$ cat src/handle_deque_with_delete_macros.svh
// assertion macros for the handle deque block
// included by the top level; no other dependencies
`ifndef HANDLE_DEQUE_WITH_DELETE_MACROS_SVH
`define HANDLE_DEQUE_WITH_DELETE_MACROS_SVH

`ifndef NO_ASSERTIONS
// same-cycle implication, checked out of reset
`define HDQ_ASSERT_IMP(lbl, ante, cons, msg) \
  lbl: assert property (@(posedge clk) disable iff (!rst_n) (ante) |-> (cons)) \
    else $error(msg);
// next-cycle implication, checked out of reset
`define HDQ_ASSERT_NXT(lbl, ante, cons, msg) \
  lbl: assert property (@(posedge clk) disable iff (!rst_n) (ante) |=> (cons)) \
    else $error(msg);
`else
`define HDQ_ASSERT_IMP(lbl, ante, cons, msg)
`define HDQ_ASSERT_NXT(lbl, ante, cons, msg)
`endif

`endif

$ cat src/hdq_pkg.sv
// shared types and constants for the handle deque block
// no dependencies
package hdq_pkg;

  localparam int DEPTH_DEF        = 16;
  localparam int HANDLE_WIDTH_DEF = 32;

  // field widths of the stream payloads
  localparam int KIND_W    = 2;
  localparam int H_IN_W    = 32;
  localparam int POPPED_W  = 32;
  localparam int STATUS_W  = 2;
  localparam int COUNT_W   = 5;
  localparam int HEAD_W    = 32;
  localparam int IN_TDATA_W  = 40;
  localparam int OUT_TDATA_W = 72;

  typedef enum logic [KIND_W-1:0] {
    KIND_PUSH     = 2'd0,
    KIND_POP_TAIL = 2'd1,
    KIND_POP_HEAD = 2'd2,
    KIND_DELETE   = 2'd3
  } kind_t;

  typedef enum logic [STATUS_W-1:0] {
    ST_OK       = 2'd0,
    ST_EMPTY    = 2'd1,
    ST_FULL     = 2'd2,
    ST_NOTFOUND = 2'd3
  } status_t;

  typedef enum logic {
    S_IDLE = 1'b0,
    S_EXEC = 1'b1
  } state_t;

  // control broadcast from the sequencer to every cell
  typedef struct packed {
    logic  capture;  // latch per-cell compare results
    logic  step;     // apply the request to the cell contents
    kind_t kind;
    logic  del_en;   // delete of a non-null handle
  } cell_ctl_t;

endpackage

$ cat src/hdq_cell.sv
// one storage cell of the handle deque: holds a handle, compares it and
// shifts from its right neighbor; depends on hdq_pkg
module hdq_cell #(
  parameter int HW  = hdq_pkg::HANDLE_WIDTH_DEF,
  parameter int CW  = 5,
  parameter int IDX = 0
) (
  input  logic              clk,
  input  hdq_pkg::cell_ctl_t ctl,
  input  logic [HW-1:0]     handle,
  input  logic [CW-1:0]     count,
  input  logic [HW-1:0]     right_data,
  input  logic              found_in,
  output logic [HW-1:0]     data,
  output logic [HW-1:0]     data_nxt,
  output logic              match,
  output logic              found_out
);
  import hdq_pkg::*;

  logic [HW-1:0] data_r;
  logic          match_r;
  logic          match_nxt;
  logic          valid;
  logic          shift;

  // occupancy and shift decision
  always_comb begin
    valid     = count > CW'(IDX);
    match_nxt = valid & (data_r == handle);
    case (ctl.kind)
      KIND_POP_HEAD: shift = (count != '0);
      KIND_DELETE:   shift = ctl.del_en & (found_in | match_r);
      default:       shift = 1'b0;
    endcase
    data_nxt = data_r;
    if (ctl.step) begin
      if ((ctl.kind == KIND_PUSH) && (count == CW'(IDX))) begin
        data_nxt = handle;
      end else if (shift) begin
        data_nxt = right_data;
      end
    end
  end

  // stored handle and latched compare
  always_ff @(posedge clk) begin
    data_r <= data_nxt;
    if (ctl.capture) begin
      match_r <= match_nxt;
    end
  end

  assign data      = data_r;
  assign match     = match_r;
  assign found_out = found_in | match_r;

endmodule

$ cat src/handle_deque_with_delete.sv
// Handle deque with delete by value. Each request runs as a compare step and
// then an execute step: in the compare step every cell compares its handle
// with the request and latches the result; in the execute step the row of
// cells shifts or loads and the result goes into the output register. A new
// request is taken only once the previous one has moved its result into the
// output register, so requests never overlap; a result that is held back
// stalls the execute step. There is no clearing pass after reset.
//
// top level; depends on hdq_pkg, hdq_cell and the assertion macro header
`include "handle_deque_with_delete_macros.svh"

module handle_deque_with_delete #(
  parameter int DEPTH        = hdq_pkg::DEPTH_DEF,
  parameter int HANDLE_WIDTH = hdq_pkg::HANDLE_WIDTH_DEF
) (
  input  logic                            clk,
  input  logic                            rst_n,
  input  logic                            in_tvalid,
  output logic                            in_tready,
  // kind [1:0], handle_value [33:2], zero pad [39:34]
  input  logic [hdq_pkg::IN_TDATA_W-1:0]  in_tdata,
  output logic                            out_tvalid,
  input  logic                            out_tready,
  // popped_value [31:0], status [33:32], entry_count [38:34],
  // head_value [70:39], zero pad [71]
  output logic [hdq_pkg::OUT_TDATA_W-1:0] out_tdata
);
  import hdq_pkg::*;

  localparam int HW = HANDLE_WIDTH;
  localparam int CW = $clog2(DEPTH + 1);

  // input field extraction
  logic [KIND_W-1:0] in_kind;
  logic [H_IN_W-1:0] in_handle;
  logic [HW+H_IN_W-1:0] in_handle_ext;
  logic [HW-1:0]     in_handle_hw;

  assign in_kind       = in_tdata[KIND_W-1:0];
  assign in_handle     = in_tdata[KIND_W+H_IN_W-1:KIND_W];
  assign in_handle_ext = {{HW{1'b0}}, in_handle};
  assign in_handle_hw  = in_handle_ext[HW-1:0];

  // sequencer and request registers
  state_t        state_r, state_nxt;
  kind_t         kind_r;
  logic [HW-1:0] handle_r;
  logic [CW-1:0] count_r, count_nxt;
  logic          in_xfer;
  logic          fire;

  // output register
  logic                  out_valid_r, out_valid_nxt;
  logic [OUT_TDATA_W-1:0] out_data_r, out_data_nxt;

  // cell row
  cell_ctl_t     ctl;
  logic [HW-1:0] cell_handle;
  logic [HW-1:0] cell_data [DEPTH];
  logic [HW-1:0] cell_data_nxt [DEPTH];
  logic [HW-1:0] cell_right [DEPTH];
  logic [DEPTH:0] found_chain;
  logic [DEPTH-1:0] match_vec;
  logic [DEPTH-1:0] first_vec;

  assign in_xfer = in_tvalid & in_tready;

  // state register
  always_ff @(posedge clk) begin
    if (!rst_n) begin
      state_r     <= S_IDLE;
      count_r     <= '0;
      out_valid_r <= 1'b0;
    end else begin
      state_r     <= state_nxt;
      count_r     <= count_nxt;
      out_valid_r <= out_valid_nxt;
    end
  end

  // next state and handshake
  always_comb begin
    state_nxt = state_r;
    in_tready = 1'b0;
    fire      = 1'b0;
    unique case (state_r)
      S_IDLE: begin
        in_tready = rst_n;
        if (in_xfer) begin
          state_nxt = S_EXEC;
        end
      end
      S_EXEC: begin
        fire = !out_valid_r || out_tready;
        if (fire) begin
          state_nxt = S_IDLE;
        end
      end
      default: state_nxt = S_IDLE;
    endcase
  end

  // request capture
  always_ff @(posedge clk) begin
    if (in_xfer) begin
      kind_r   <= kind_t'(in_kind);
      handle_r <= in_handle_hw;
    end
  end

  // control broadcast to the cells
  always_comb begin
    ctl.capture = in_xfer;
    ctl.step    = fire;
    ctl.kind    = kind_r;
    ctl.del_en  = (handle_r != '0);
    cell_handle = (state_r == S_IDLE) ? in_handle_hw : handle_r;
  end

  assign found_chain[0] = 1'b0;

  // row of cells, each shifting from its right neighbor
  for (genvar i = 0; i < DEPTH; i++) begin : g_cell
    if (i == DEPTH - 1) begin : g_last
      assign cell_right[i] = '0;
    end else begin : g_mid
      assign cell_right[i] = cell_data[i+1];
    end
    hdq_cell #(
      .HW  (HW),
      .CW  (CW),
      .IDX (i)
    ) u_cell (
      .clk        (clk),
      .ctl        (ctl),
      .handle     (cell_handle),
      .count      (count_r),
      .right_data (cell_right[i]),
      .found_in   (found_chain[i]),
      .data       (cell_data[i]),
      .data_nxt   (cell_data_nxt[i]),
      .match      (match_vec[i]),
      .found_out  (found_chain[i+1])
    );
    assign first_vec[i] = match_vec[i] & ~found_chain[i];
  end

  // result computation and output register load
  logic [HW-1:0]         tail_data;
  logic [HW-1:0]         popped;
  logic [HW-1:0]         head;
  status_t               status;
  logic [HW+POPPED_W-1:0] popped_ext;
  logic [HW+HEAD_W-1:0]   head_ext;
  logic [CW+COUNT_W-1:0]  count_ext;

  always_comb begin
    tail_data = '0;
    for (int j = 0; j < DEPTH; j++) begin
      tail_data = tail_data | (cell_data[j] & {HW{count_r == CW'(j + 1)}});
    end
    popped    = '0;
    status    = ST_OK;
    count_nxt = count_r;
    if (fire) begin
      case (kind_r) inside
        KIND_PUSH: begin
          if (count_r == CW'(DEPTH)) begin
            status = ST_FULL;
          end else begin
            count_nxt = count_r + CW'(1);
          end
        end
        KIND_POP_TAIL, KIND_POP_HEAD: begin
          if (count_r == '0) begin
            status = ST_EMPTY;
          end else begin
            count_nxt = count_r - CW'(1);
            popped    = (kind_r == KIND_POP_TAIL) ? tail_data : cell_data[0];
          end
        end
        default: begin
          if (ctl.del_en && (count_r != '0)) begin
            if (found_chain[DEPTH]) begin
              count_nxt = count_r - CW'(1);
            end else begin
              status = ST_NOTFOUND;
            end
          end
        end
      endcase
    end
    head       = (count_nxt != '0) ? cell_data_nxt[0] : '0;
    popped_ext = {{POPPED_W{1'b0}}, popped};
    head_ext   = {{HEAD_W{1'b0}}, head};
    count_ext  = {{COUNT_W{1'b0}}, count_nxt};
    out_data_nxt = {1'b0, head_ext[HEAD_W-1:0], count_ext[COUNT_W-1:0], status,
                    popped_ext[POPPED_W-1:0]};
    if (fire) begin
      out_valid_nxt = 1'b1;
    end else if (out_tready) begin
      out_valid_nxt = 1'b0;
    end else begin
      out_valid_nxt = out_valid_r;
    end
  end

  // result payload
  always_ff @(posedge clk) begin
    if (fire) begin
      out_data_r <= out_data_nxt;
    end
  end

  assign out_tvalid = out_valid_r;
  assign out_tdata  = out_data_r;

  // checks
  `HDQ_ASSERT_IMP(a_count_range, 1'b1, count_r <= CW'(DEPTH),
                  "occupancy beyond depth")
  `HDQ_ASSERT_NXT(a_accept_exec, in_xfer, state_r == S_EXEC,
                  "accepted request did not reach execute")
  `HDQ_ASSERT_NXT(a_stall_hold, state_r == S_EXEC && !fire,
                  state_r == S_EXEC && $stable(count_r),
                  "stalled request changed state")
  `HDQ_ASSERT_IMP(a_first_match, state_r == S_EXEC, $onehot0(first_vec),
                  "more than one first match")
  `HDQ_ASSERT_NXT(a_fire_out, fire, out_tvalid,
                  "finished request left no result")

endmodule

$ cat config.mk
export PLATFORM = sky130hd
export DESIGN_NAME = handle_deque_with_delete
export DESIGN_NICKNAME = d
export VERILOG_FILES = /design/src/hdq_pkg.sv /design/src/hdq_cell.sv /design/src/handle_deque_with_delete.sv
export VERILOG_INCLUDE_DIRS = /design/src /design/src/src
export SDC_FILE = /design/constraint.sdc
export NUM_CORES = 2
export LEC_CHECK = 0
export ABC_AREA = 1
export BUFFER_PORTS_ARGS = -buffer_cell sky130_fd_sc_hd__buf_2
export CORE_MARGIN = 1.5
export CORE_UTILIZATION = 40
export DETAILED_ROUTE_END_ITERATION = 10
export PLACE_DENSITY = 0.57
export SLEW_MARGIN = 15
export SYNTH_ARGS = -nofsm -noshare
export SYNTH_HDL_FRONTEND = slang
export SYNTH_SLANG_ARGS = --single-unit
$ cat constraint.sdc
create_clock -name clk -period 9.59 [get_ports clk]
set_clock_uncertainty 0.15 [all_clocks]
set_input_delay 2.3975 -clock clk [delete_from_list [all_inputs] [get_ports clk]]
set_output_delay 2.3975 -clock clk [all_outputs]
set_load 0.02 [all_outputs]
==> Word-level counts from Yosys, hierarchy flattened <==
Index checks and enable logic that the tools add are counted.
{ "totals": {"register_bits": 640, "inputBits": 44, "output_inout_bits": 74, "word_cells": 302} }
{ "op_classes": {"add_sub_neg": 2, "order_cmp": 16, "n_eq_ne": 35, "mux": 71, "bitwise": 81, "reduce_logical": 57} }
{ "ops": {"columns": ["operator", "count"], "rows": [
  ["2-to-1 mux 32 bit", 35],
  ["AND 32 bit", 16],
  ["== test 32 bit", 16],
  ["bitwise OR 32 bit", 15],
  ["== test 5 x 4 -> 1 bit, second input constant", 8],
  ["> comparator 5 x 4 -> 1 bit, second input constant", 8],
  ["2-to-1 mux 5 bit", 7],
  ["case mux 1 bit (2 select lines)", 17],
  ["AND 1 bit", 33],
  ["nonzero test 2 bit", 16],
  ["nonzero test 32 bit", 1],
  ["AND reduction 2 bit", 15],
  ["== test 5 x 3 -> 1 bit, second input constant", 4],
  ["> comparator 5 x 3 -> 1 bit, second input constant", 4],
  ["logical AND 1 bit", 17],
  ["bitwise OR 1 bit", 15],
  ["== test 5 x 2 -> 1 bit, second input constant", 2],
  ["> comparator 5 x 1 -> 1 bit, second input constant", 2],
  ["> comparator 5 x 2 -> 1 bit, second input constant", 2],
  ["2-to-1 mux 2 bit", 5],
  ["nonzero test 5 bit", 2],
  ["2-to-1 mux 1 bit", 7],
  ["adder 5 x 1 -> 5 bit, second input constant", 1],
  ["== test 5 x 1 -> 1 bit, second input constant", 1],
  ["11 further kinds", 13]
]} }

==> Logic depth before layout (Yosys ltp) <==
{ "logic_depth": {"ltp_word": 21, "ltp_mapped": 18} }

==> Hierarchy <==
From an unflattened synthesis, not the netlist that was laid out.
{ "hier_totals": {"hier_cells": 7816, "hier_area_um2": 46885.0} }
{ "modules_own_cells": {"columns": ["module", "instances", "cells_each", "area_each_um2", "seq_area_each_um2"], "rows": [
  ["handle_deque_with_delete", 1, 1084, 8340.5, 3293.2],
  ["hdq_cell (g_cell[6].u_cell)", 1, 408, 2566.2, 670.6],
  ["hdq_cell (g_cell[9].u_cell)", 1, 463, 2517.4, 670.6],
  ["hdq_cell (g_cell[0].u_cell)", 1, 465, 2516.2, 670.6],
  ["hdq_cell (g_cell[13].u_cell)", 1, 460, 2516.2, 670.6],
  ["hdq_cell (g_cell[5].u_cell)", 1, 408, 2504.9, 670.6],
  ["hdq_cell (g_cell[3].u_cell)", 1, 456, 2502.4, 670.6],
  ["hdq_cell (g_cell[7].u_cell)", 1, 377, 2438.6, 670.6],
  ["hdq_cell (g_cell[10].u_cell)", 1, 424, 2428.6, 670.6],
  ["hdq_cell (g_cell[12].u_cell)", 1, 424, 2402.3, 670.6],
  ["hdq_cell (g_cell[15].u_cell)", 1, 430, 2402.3, 670.6],
  ["hdq_cell (g_cell[2].u_cell)", 1, 432, 2402.3, 670.6],
  ["hdq_cell (g_cell[11].u_cell)", 1, 428, 2399.8, 670.6],
  ["hdq_cell (g_cell[8].u_cell)", 1, 408, 2367.3, 670.6],
  ["+3 rows", null, null, null, null]
]} }

==> Least setup slack after synthesis <==
No wires, ideal clock.
{ "synth_timing": {"path_type": "input -> register", "start": "input port out_tready", "end": "register g_cell[13].u_cell.data_r[0], enable pin", "arrival_ns": 8.232, "required_time_ns": 8.999, "path_slack_ns": 0.767, "path_stages": 6, "n_path_buf": 2, "cell_sequence": "nor2_1 -> nor2_1 -> inv_2 -> clkbuf_1 -> clkbuf_1 -> a31oi_1"} }
{ "synth_rtl": {"columns": ["item", "line", "text"], "rows": [
  ["start, declared", "handle_deque_with_delete.sv:23", "input logic out_tready,"],
  ["end signal, assigned", "hdq_cell.sv:48", "data_r <= data_nxt;"],
  ["end, declared", "hdq_cell.sv:21", "logic [HW-1:0] data_r;"]
]} }

==> Final worst setup path <==
{ "layout_timing": {"start": "input port rst_n", "end": "output port in_tready"} }
{ "layout_between": {"elab_chain_cells": 1} }
{ "layout_rtl": {"columns": ["item", "line", "text"], "rows": [
  ["start, declared", "handle_deque_with_delete.sv:17", "input logic rst_n,"],
  ["2-to-1 mux 1 bit", "handle_deque_with_delete.sv:86", "unique case (state_r)"],
  ["end, declared", "handle_deque_with_delete.sv:19", "output logic in_tready,"]
]} }
Every way passes these cells.

==> metrics.txt <==
Setup Buffers After CTS 0; grt ovf 0; post-cts gate resize count 0; fin cells about 5500; Distinct cells, synth 61; count of final setup violators 0; IO buf count 110; largest fanout on the critical path 9; cts bufs inserted 75; crit path capture type output port; Synth Instances 4213; vias in the first global route ~32000; crit path from rst_n; M2 GR Usage a little over 60%; clock latency on the worst-skew pair 0.68 ns; critical path's slowest cell clkinv_1; GRT Resource Usage Total between 40% and 50%; Worst-Margin Slew 1.29 ns; hold_buf cts 0; Psw 0.00277 W; status complete, no violations; Tcrit/Tclk final 59.3%; flop-to-flop setup slack ~4.7 ns; commonest cells in the netlist nand2_1 (947), edfxtp_1 (601), o21ai_0 (555); Startpoint Class input pin; Setup CP Type input pin to output port; maximum clock frequency 176 MHz; initial antenna violation count 25; leakage power between 15 and 20 nW; I/O Pins between 100 and 150; HPWL Detailed about 150 mm; final core utilization around 45%; largest net degree at the start of global routing 71; first-pass GRT wire length roughly 280 mm; prevailing post-synth register cell edfxtp_1; Final Total Pwr slightly above 0.008 W; share of cells above drive strength 1 around an eighth; hold depth 2; # H-tree levels 3; HP Start g_cell[8].u_cell.data[3]; worst-path cell chain buf_2 > clkinv_1 > nor2_1 > buf_2; First-pass DRT Iterations 6; Internal roughly 0.0054 W; share of the synthesized area in the top cell type around half; clock sinks 640; most common cell in the netlist nand2_1; busiest grt layer met2; fin. max-slew vios 0; PwrDens roughly 200 nW/um2; unrepaired setup endpoints after global routing no; Max stage delay on crit path 0.30 ns; Mapped Nets approximately 4300; root buffer cell clkbuf_16; number of routed nets with antenna violations 0; Net Sw Frac about a third; Seq/Total Area, Yosys 50.9%; Worst EP required about 7.0 ns; Tmin final 5.68 ns; Nets 4275; Vias ~37000; cell mode on critical path buf_2; Yosys top cell by area edfxtp_1; CP top delay family buffers and inverters; setup TNS 0 ns; Clk network pwr share between 30% and 40%; area grow syn2layout 12.4%; gpl congestion between 1 and 1.5; Placed Cells 5328; EDFF count, synth around 600; Die Wd 307 um; Hold EP g_cell[7].u_cell.data[3]; Max Cap Viol 0; RR Startpoint count_r[2]; Mapped Area between 30000 and 40000 um2; die height between 300 and 400 um; ys async rst share 0%; Global Route met3 Usage around 17%; CP Buf/Inv Count 3; die area 94300 um2; core area roughly 92000 um2; r2r endpoint g_cell[13].u_cell.data[13]; Peak VDD IR 118 uV; Final Hold Vio Count 0; yosys warns 0; worst hold path type flop to flop; detailed-route wire length per cell between 30 and 40 um; row cnt ~110; leading post-synthesis cells by cell area edfxtp_1 (49%), nand2_1 (9.6%), o21ai_0 (7.5%); Synth Area per Inst between 8 and 9 um2; Post-route DRC 0; Rel. slew slack between 10% and 20%; final wirelength approximately 210 mm; buffer depth of the longest clock path 3; post-synthesis register bit count 640; Gate power share between 20% and 30%; FF-to-FF path depth 11; Initial Util 40.4%; met1 Use GR a little under three fifths; initial DRC count 7250; sequential group share of total power between 40% and 50%; Reg clk slew, reported paths about 0.060 ns; CTS tree built; Worst Path Arrival 3.14 ns; vias per cell between 6 and 7
-- final cells by class --
cell class / instances / area (um2)
clock inverter: 37 / 423
clock buffer: 94 / 2010
antenna: 13 / 32.5
tap: 1186 / 1480
fill: 8938 / 50100
multi-input combinational: 2769 / 15400
timing repair buffer: 230 / 1480
inverter: 505 / 1900
sequential: 640 / 18800
-- power by group through the flow --
| stage | clock, W | combinational (W) | sequential, W |
|---|---|---|---|
| floorplan | 0 | 0.000860 | 0.00342 |
| global placement | 0 | 0.00155 | 0.00351 |
| detailed placement | 0 | 0.00155 | 0.00350 |
| CTS | 0.00299 | 0.00156 | 0.00345 |
| global route | 0.00309 | 0.00167 | 0.00347 |
| finish | 0.00301 | 0.00166 | 0.00347 |
-- worst max-delay path by stage --
stage / endpoint / slack (ns) / cells past startpoint
after floorplan: g_cell[13].u_cell.data[0] / 0.77 / 6
after global placement: g_cell[1].u_cell.data[31] / 3.76 / 6
after detailed placement: g_cell[1].u_cell.data[31] / 3.75 / 6
after CTS: in_tready / 3.89 / 4
after global routing: in_tready / 3.88 / 4
final: in_tready / 3.91 / 4
-- stage by stage --
stage | hold WS (ns) | setup slack (ns) | cell area [um2]
6_report | 0.402 | 3.91 | 41600
5_1_grt | 0.442 | 3.88 | 41600
4_1_cts | 0.402 | 3.89 | 41500
3_5_place_dp | 0.388 | 3.75 | 39100
3_3_place_gp | 0.373 | 3.76 | 39100
2_1_floorplan | 0.332 | 0.767 | 37000
-- placed cells by master (no fill, tap or decap), drive strengths merged, types with 5 or more instances in the layout --
cell type | netlist | final
a22oi | 33 | 33
o22ai | 219 | 219
a41oi | 10 | 10
bufinv | 0 | 9
nand3 | 59 | 59
diode | 0 | 13
or2 | 43 | 43
o21ai | 581 | 581
o221ai | 16 | 16
o2111ai | 20 | 20
edfxtp | 601 | 601
a211oi | 21 | 21
and3 | 5 | 5
or4 | 10 | 10
a221oi | 110 | 110
buf | 98 | 230
clkbuf | 201 | 94
xnor2 | 37 | 37
o211ai | 38 | 38
xor2 | 115 | 115
nand4 | 55 | 55
nor4 | 61 | 61
clkinv | 9 | 30
dfxtp | 39 | 39
inv | 496 | 497
nand2 | 961 | 961
a31oi | 18 | 18
nor3 | 23 | 23
nor2 | 175 | 175
clkinvlp | 0 | 6
a2111oi | 16 | 16
ha | 10 | 10
a21oi | 116 | 116
-- routing by layer --
| layer | routed length [um] | part of all wire [%] |
|---|---|---|
| met5 | 116 | 0.054 |
| met2 | 84800 | 40 |
| met3 | 32900 | 15 |
| met4 | 20000 | 9.3 |
| met1 | 76900 | 36 |
-- sequential cells by signal, summed over array words and instances, names as in the netlist --
signal and flops:
handle_r 32, out_tvalid 1, g_cell.u_cell.match 16, count_r 5, state_r 1, g_cell.u_cell.data 512
kind_r 2, out_tdata 71
-- kinds of logic (layout without fill, tap and decap cells) --
group	after synthesis	in the layout	synth area share, %
and+or+nand+nor	1398	1398	16.2
DFF	640	640	50.9
AOI/OAI and AO/OA	1208	1208	20.2
buffers and inverters	804	866	8.74
other	1	14	0.0101
xor gates and xnor gates	152	152	3.60
adders and majority gates	10	10	0.338
-- worst min-delay path: cells and delay by family, from the launching register on --
family           cells  cell delay, ns
AO/OA/AOI/OAI        1            0.06
flip-flops           1            0.34
AND/OR/NAND/NOR      1            0.05
Power figures use the tool's default switching activity.
